<file path="src/hdl/sorted_neighbor_list_replace_unit_assert.svh">
// Assertion macros for the sorted neighbor list replace unit.
`ifndef SORTED_NEIGHBOR_LIST_REPLACE_UNIT_ASSERT_SVH
`define SORTED_NEIGHBOR_LIST_REPLACE_UNIT_ASSERT_SVH
`ifndef SYNTHESIS
// same-cycle implication
`define SNLR_ASSERT_IMP(lbl, ck, rn, ante, cons) \
    lbl: assert property (@(posedge ck) disable iff (!rn) (ante) |-> (cons)) \
        else $error("snlr assertion failed");
// next-cycle implication
`define SNLR_ASSERT_NXT(lbl, ck, rn, ante, cons) \
    lbl: assert property (@(posedge ck) disable iff (!rn) (ante) |=> (cons)) \
        else $error("snlr assertion failed");
`else
`define SNLR_ASSERT_IMP(lbl, ck, rn, ante, cons)
`define SNLR_ASSERT_NXT(lbl, ck, rn, ante, cons)
`endif
`endif

</file>
<file path="src/hdl/snlr_pkg.sv">
// Shared constants, codes and control types of the sorted neighbor list unit.
package snlr_pkg;

    localparam int NUM_VERTICES = 256;  // power of two, at most 256
    localparam int MAX_DEGREE   = 32;   // power of two

    localparam int VTX_W  = $clog2(NUM_VERTICES);
    localparam int DEG_W  = $clog2(MAX_DEGREE);
    localparam int LEN_W  = $clog2(MAX_DEGREE + 1);
    localparam int ADDR_W = VTX_W + DEG_W;

    localparam int FUNC_W   = 2;
    localparam int VID_W    = 8;
    localparam int POS_W    = 6;
    localparam int VAL_W    = 8;
    localparam int OLEN_W   = 6;
    localparam int STATUS_W = 2;
    localparam int CMP_W    = (LEN_W > POS_W) ? LEN_W : POS_W;

    localparam logic [FUNC_W-1:0] FN_APPEND  = 2'd0;
    localparam logic [FUNC_W-1:0] FN_REPLACE = 2'd1;
    localparam logic [FUNC_W-1:0] FN_READ    = 2'd2;

    localparam logic [STATUS_W-1:0] ST_OK      = 2'd0;
    localparam logic [STATUS_W-1:0] ST_FULL    = 2'd1;
    localparam logic [STATUS_W-1:0] ST_BAD_POS = 2'd2;

    localparam int OP_W = 4;
    localparam logic [OP_W-1:0] OP_NONE      = 4'd0;
    localparam logic [OP_W-1:0] OP_APPEND    = 4'd1;
    localparam logic [OP_W-1:0] OP_READ_POS  = 4'd2;
    localparam logic [OP_W-1:0] OP_START     = 4'd3;
    localparam logic [OP_W-1:0] OP_STEP      = 4'd4;
    localparam logic [OP_W-1:0] OP_PLACE     = 4'd5;
    localparam logic [OP_W-1:0] OP_JUMP      = 4'd6;
    localparam logic [OP_W-1:0] OP_SHRINK    = 4'd7;
    localparam logic [OP_W-1:0] OP_TAKE_READ = 4'd8;

    typedef struct packed {
        logic                in_load;
        logic                len_load;
        logic [STATUS_W-1:0] status;
        logic [OP_W-1:0]     op;
        logic                set_dup;
        logic                out_load;
    } cmd_t;

    typedef struct packed {
        logic [FUNC_W-1:0] func;
        logic              full;
        logic              pos_bad;
        logic              lt;
        logic              eq;
        logic              in_range;
        logic              dir_up;
    } stat_t;

endpackage

</file>
<file path="src/hdl/snlr_ctrl.sv">
// Controller: sequences length fetch, list walk, shift pass and result hand-off.
module snlr_ctrl (
    input  logic            clk,
    input  logic            rst_n,
    input  logic            s_tvalid,
    output logic            s_tready,
    output logic            m_tvalid,
    input  logic            m_tready,
    input  snlr_pkg::stat_t stat,
    output snlr_pkg::cmd_t  cmd
);
    import snlr_pkg::*;

    localparam logic [2:0] S_IDLE  = 3'd0;
    localparam logic [2:0] S_LEN   = 3'd1;
    localparam logic [2:0] S_RD    = 3'd2;
    localparam logic [2:0] S_RI    = 3'd3;
    localparam logic [2:0] S_WALK  = 3'd4;
    localparam logic [2:0] S_SHIFT = 3'd5;
    localparam logic [2:0] S_DONE  = 3'd6;

    logic [2:0] state_reg, state_next;
    logic       out_valid_reg, out_valid_next;

    assign s_tready = (state_reg == S_IDLE);
    assign m_tvalid = out_valid_reg;

    always_comb
    begin
        state_next = state_reg;
        cmd        = '0;
        cmd.op     = OP_NONE;
        cmd.status = ST_OK;
        unique case (state_reg)
            S_IDLE:
            begin
                if (s_tvalid)
                begin
                    cmd.in_load = 1'b1;
                    state_next  = S_LEN;
                end
            end
            S_LEN:
            begin
                cmd.len_load = 1'b1;
                state_next   = S_DONE;
                unique case (stat.func) inside
                    FN_APPEND:
                    begin
                        if (stat.full)
                        begin
                            cmd.status = ST_FULL;
                        end
                        else
                        begin
                            cmd.op = OP_APPEND;
                        end
                    end
                    FN_REPLACE, FN_READ:
                    begin
                        if (stat.pos_bad)
                        begin
                            cmd.status = ST_BAD_POS;
                        end
                        else
                        begin
                            cmd.op     = OP_READ_POS;
                            state_next = (stat.func == FN_READ) ? S_RD : S_RI;
                        end
                    end
                    default:
                    begin
                    end
                endcase
            end
            S_RD:
            begin
                cmd.op     = OP_TAKE_READ;
                state_next = S_DONE;
            end
            S_RI:
            begin
                // pick direction from the replaced entry
                cmd.op     = OP_START;
                state_next = S_WALK;
            end
            S_WALK:
            begin
                if (stat.dir_up)
                begin
                    if (stat.in_range && (stat.lt || stat.eq))
                    begin
                        cmd.op      = OP_STEP;
                        cmd.set_dup = stat.eq;
                        state_next  = stat.eq ? S_SHIFT : S_WALK;
                    end
                    else
                    begin
                        cmd.op     = OP_PLACE;
                        state_next = S_DONE;
                    end
                end
                else
                begin
                    if (stat.in_range && !stat.lt && !stat.eq)
                    begin
                        cmd.op = OP_STEP;
                    end
                    else if (stat.in_range && stat.eq)
                    begin
                        cmd.op      = OP_JUMP;
                        cmd.set_dup = 1'b1;
                        state_next  = S_SHIFT;
                    end
                    else
                    begin
                        cmd.op     = OP_PLACE;
                        state_next = S_DONE;
                    end
                end
            end
            S_SHIFT:
            begin
                if (stat.in_range)
                begin
                    cmd.op = OP_STEP;
                end
                else
                begin
                    cmd.op     = OP_SHRINK;
                    state_next = S_DONE;
                end
            end
            S_DONE:
            begin
                // hold until the output register is free
                if (!out_valid_reg || m_tready)
                begin
                    cmd.out_load = 1'b1;
                    state_next   = S_IDLE;
                end
            end
            default:
            begin
                state_next = S_IDLE;
            end
        endcase
    end

    always_comb
    begin
        out_valid_next = out_valid_reg;
        if (cmd.out_load)
        begin
            out_valid_next = 1'b1;
        end
        else if (m_tready)
        begin
            out_valid_next = 1'b0;
        end
    end

    always_ff @(posedge clk or negedge rst_n)
    begin
        if (!rst_n)
        begin
            state_reg     <= S_IDLE;
            out_valid_reg <= 1'b0;
        end
        else
        begin
            state_reg     <= state_next;
            out_valid_reg <= out_valid_next;
        end
    end

endmodule

</file>
<file path="config.mk">
export PLATFORM = sky130hd
export DESIGN_NAME = snlr_ctrl
export DESIGN_NICKNAME = d
export VERILOG_FILES = /design/src/hdl/sorted_neighbor_list_replace_unit_assert.svh /design/src/hdl/snlr_pkg.sv /design/src/hdl/snlr_ctrl.sv
export SDC_FILE = /design/constraint.sdc
export NUM_CORES = 1
export LEC_CHECK = 0
export BUFFER_PORTS_ARGS = -buffer_cell sky130_fd_sc_hd__buf_2
export CAP_MARGIN = 0
export CORE_AREA = 5 5 42 44
export DETAILED_ROUTE_END_ITERATION = 6
export DIE_AREA = 0 0 47 49
export PLACE_DENSITY = 0.78
export SLEW_MARGIN = 5
export SYNTH_ARGS = -nofsm -noshare
export SYNTH_HDL_FRONTEND = slang
export SYNTH_SLANG_ARGS = --single-unit
</file>
<file path="constraint.sdc">
create_clock -name clk -period 2.64 [get_ports clk]
set_clock_uncertainty 0.05 [all_clocks]
set_input_delay 0.396 -clock clk [delete_from_list [all_inputs] [get_ports clk]]
set_output_delay 0.396 -clock clk [all_outputs]
set_load 0.005 [all_outputs]
</file>
Yosys cells after proc, flatten, opt, wreduce, memory -nomap -nowiden
Index checks and enable logic that the tools add are counted. Widths: inputs -> output; s select.

Equal/unequal tests: 12. Multiplexer cells: 34. Reduce and logical (&&, ||, !) cells: 14.

Operators with widths (count): $mux 3 (8); $pmux 3 s7 (1); $pmux 4 s5 (1); $mux 1 (15); $mux 2 (7); $pmux 6 s2 (1); $eq 3x3->1 const B (3); $eq 3x2->1 const B (2); $ne 2x2->1 const B (3); $mux 5 (1); $logic_and 1x1->1 (4); $reduce_and 4->1 (1); $eq 3x1->1 const B (1); $logic_not 1->1 (3); $logic_not 3->1 (1); $ne 3x3->1 const B (1); $eq 2x1->1 const B (1); $eq 2x2->1 const B (1); $logic_not 2->1 (1); $logic_or 1x1->1 (2); $reduce_bool 2->1 (1); $reduce_or 2->1 (1).

Register bits after elaboration: 4. Bits of input ports: 12. Logic and storage cells: 62.

Depth between registers and ports, before layout
Depth in word-level cells: 6. Depth in mapped cells: 7.

Worst setup path before layout
No wires, ideal clock.

Path kind: register to output. Start point: register state_reg[1]. End point: output cmd[3] (netlist name). Data arrival time: 1.623 ns. Required time: 2.194 ns. Path slack: 0.571 ns. Cell stages (with the launch flop): 8. Buffers on the path: 1. Cell sequence: dfrtp_1 > buf_2 > inv_1 > ha_1 > or3b_1 > a21oi_1 > o21ai_1 > o41ai_1.

RTL lines: start: declaration (line snlr_ctrl.sv:22) `logic [2:0] state_reg, state_next;`; start signal: assignment (line snlr_ctrl.sv:172) `state_reg <= state_next;`; end: declaration (line snlr_ctrl.sv:10) `output snlr_pkg::cmd_t cmd`.

==> impl_metrics.json <==
{
  "status": "completed",
  "dpl.hpwl_um": 955,
  "drc": 0,
  "routed_via_density": 5.27,
  "min_period_over_period_pct": 88.5,
  "synth_flop_cell": "dfrtp_1",
  "p_sw_uw": 292,
  "vias": 574,
  "io_buffers": 23,
  "clockPowerShare_pct": 13.1,
  "wl_mm": 1.27,
  "required_ps": 2190,
  "drt_first_iter_violations": 16,
  "combPwrFrac_pct": 66.2,
  "final_net_count": 112,
  "overflow": 0,
  "path_clk_slew_ps": 40,
  "fmax_ghz": 0.428,
  "area_growth_syn_to_layout_pct": 26.6,
  "clock_path_buffers": 2,
  "synth_edf_count": 0,
  "slew_headroom_pct": 66.4,
  "cp.arrival_ps": 1890,
  "first_global_vias": 534,
  "grt_max_degree": 21,
  "finalSetupTns_ps": 0,
  "hold_class": "primary input to asynchronous set/reset pin",
  "min_period_ps": 2340,
  "power_density_nw_per_um2": 929,
  "crit_path_start_kind": "flip-flop",
  "grt_use_total_pct": 12.2,
  "grt_setup_unrepaired": "no",
  "die_area_sq_um": 2300,
  "synth_area_sq_um": 532,
  "crit_type": "flip-flop to output port",
  "async_reset_ff_share_pct": 100,
  "peakVddDrop_v": 0.000346,
  "slew_violations": 0,
  "num_antenna_cells": 0,
  "post_drt_wl_per_cell_um": 11.6,
  "synth_warnings": 0,
  "setup_violations": 0,
  "antenna_found_initial": 0,
  "place_congestion": 0.726,
  "drive_gt1_share_pct": 31.2,
  "internal-power_uw": 333,
  "clock_latency_ps": 250,
  "crit_path_end_kind": "output port",
  "switching_share_pct": 46.8,
  "drv_cap": 0,
  "largest_reg_flops": 3,
  "max_slew.worst_pin.slew_ps": 505,
  "p_leak_uw": 0.000353,
  "ant_nets": 0,
  "synth_area_per_cell_sq_um": 7.60,
  "whs_ps": 427,
  "cts_htree_levels": 1,
  "root_buffer": "clkbuf_4",
  "first_pass_iters": 4,
  "die_y_um": 49,
  "initial_core_util_pct": 37.9,
  "grt_pass1_wl_mm": 2.13,
  "synth_nets": 87,
  "rows": 14,
  "ys_types": 35,
  "cts_sinks": 4,
  "cts_buffers": 3,
  "ioPinCount": 24,
  "hold_viol_final": 0,
  "die_width_um": 47,
  "synth_seq_area_share_pct": 18.8,
  "ys_seq_elements": 4,
  "reg2regPathDepth": 4,
  "tritoncts": "done",
  "postCtsSetupBuffers": 0,
  "share_seq_of_total_power_pct": 20.6,
  "worst-path-max-fanout": 5,
  "core-area_sq_um": 1400,
  "synthCells": 70
}
[cells in the mapped netlist (all sizes together), types with 2 or more instances]
cell type	number	area share [%]
nor3	3	2.8
a31oi	2	2.4
nand2b	3	3.5
nor2b	2	2.4
ha	5	12
nor4	2	2.4
inv	4	2.8
o21a	2	2.8
o21ai	7	6.6
dfrtp	4	19
nand2	5	3.5
buf	6	7.8
a21oi	2	1.9
nor2	5	3.5
or3b	2	3.3
[power by group through the flow]
stage	sequential (uW)	clock [uW]	combinational (uW)
global route	133	85.7	475
detailed placement	128	0	416
floorplan	106	0	340
global placement	126	0	411
finish	129	82.0	414
CTS	128	84.8	418
[metrics by stage]
stage	setup slack, ps	util (%)	std cells	cell area (sq um)	total power, uW
after floorplan	571	-	70	532	446
after global routing	148	48.0	109	673	694
after CTS	285	48.0	109	673	631
after detailed placement	448	45.7	105	641	544
after global placement	458	45.7	105	641	537
final	303	48.0	109	673	625
[repair_timing]
action                    4_1_cts  5_1_grt
hold endpoints to repair        4        0
hold buffers                    1        0
resized for setup               0        0
[per-layer routing]
layer	global-route usage (%)	part of all wire [%]	vias to the layer above
met3	1.85	9.9	2
met4	8.29	2.2	0
met2	17.4	41	23
met1	16.1	46	246
met5	0	0	-
li1	-	-	303
[cells by family after synthesis]
family	after synthesis	share of synthesized area, %
AO/OA/AOI/OAI	22	27.1
buffers and inverters	10	10.6
flip-flops	4	18.8
adder cells (fa/ha/maj)	5	11.8
AND/OR/NAND/NOR	29	31.8
[final cells by class]
cell class | count | area, sq um
Clock buffer | 3 | 22.5
Fill cell | 150 | 728
Inverter | 4 | 15.0
Multi-Input combinational cell | 56 | 375
Sequential cell | 4 | 100
Tap cell | 16 | 20.0
Timing Repair Buffer | 26 | 140
[critical path, stage by stage (launching register included)]
cell	delay, ps
dfrtp_1	340
inv_1	80
ha_1	360
or3b_1	420
a21oi_1	150
o21ai_1	70
o41ai_1	80
buf_2	160
[layout by cell type, fill, tap and decap left out, types with 2 or more instances in the layout]
master / n
a21oi_1: 2
a31oi_1: 2
buf_2: 23
buf_4: 2
clkbuf_4: 3
dfrtp_1: 4
ha_1: 5
inv_1: 4
nand2_1: 5
nand2b_1: 3
nor2_1: 5
nor2b_1: 2
nor3_1: 3
nor4_1: 2
o21a_1: 2
o21ai_0: 5
o21ai_1: 2
[worst paths after layout]
kind,slack [ps],start,end
max,300,state_reg[1],cmd[3]
min,430,rst_n,state_reg[0]
max reg2reg,1040,state_reg[0],state_reg[1]
min reg2reg,540,state_reg[1],state_reg[1]
max in group asynchronous,1990,rst_n,m_tvalid
min in group clk,440,m_tready,m_tvalid
Power figures use the tool's default switching activity.
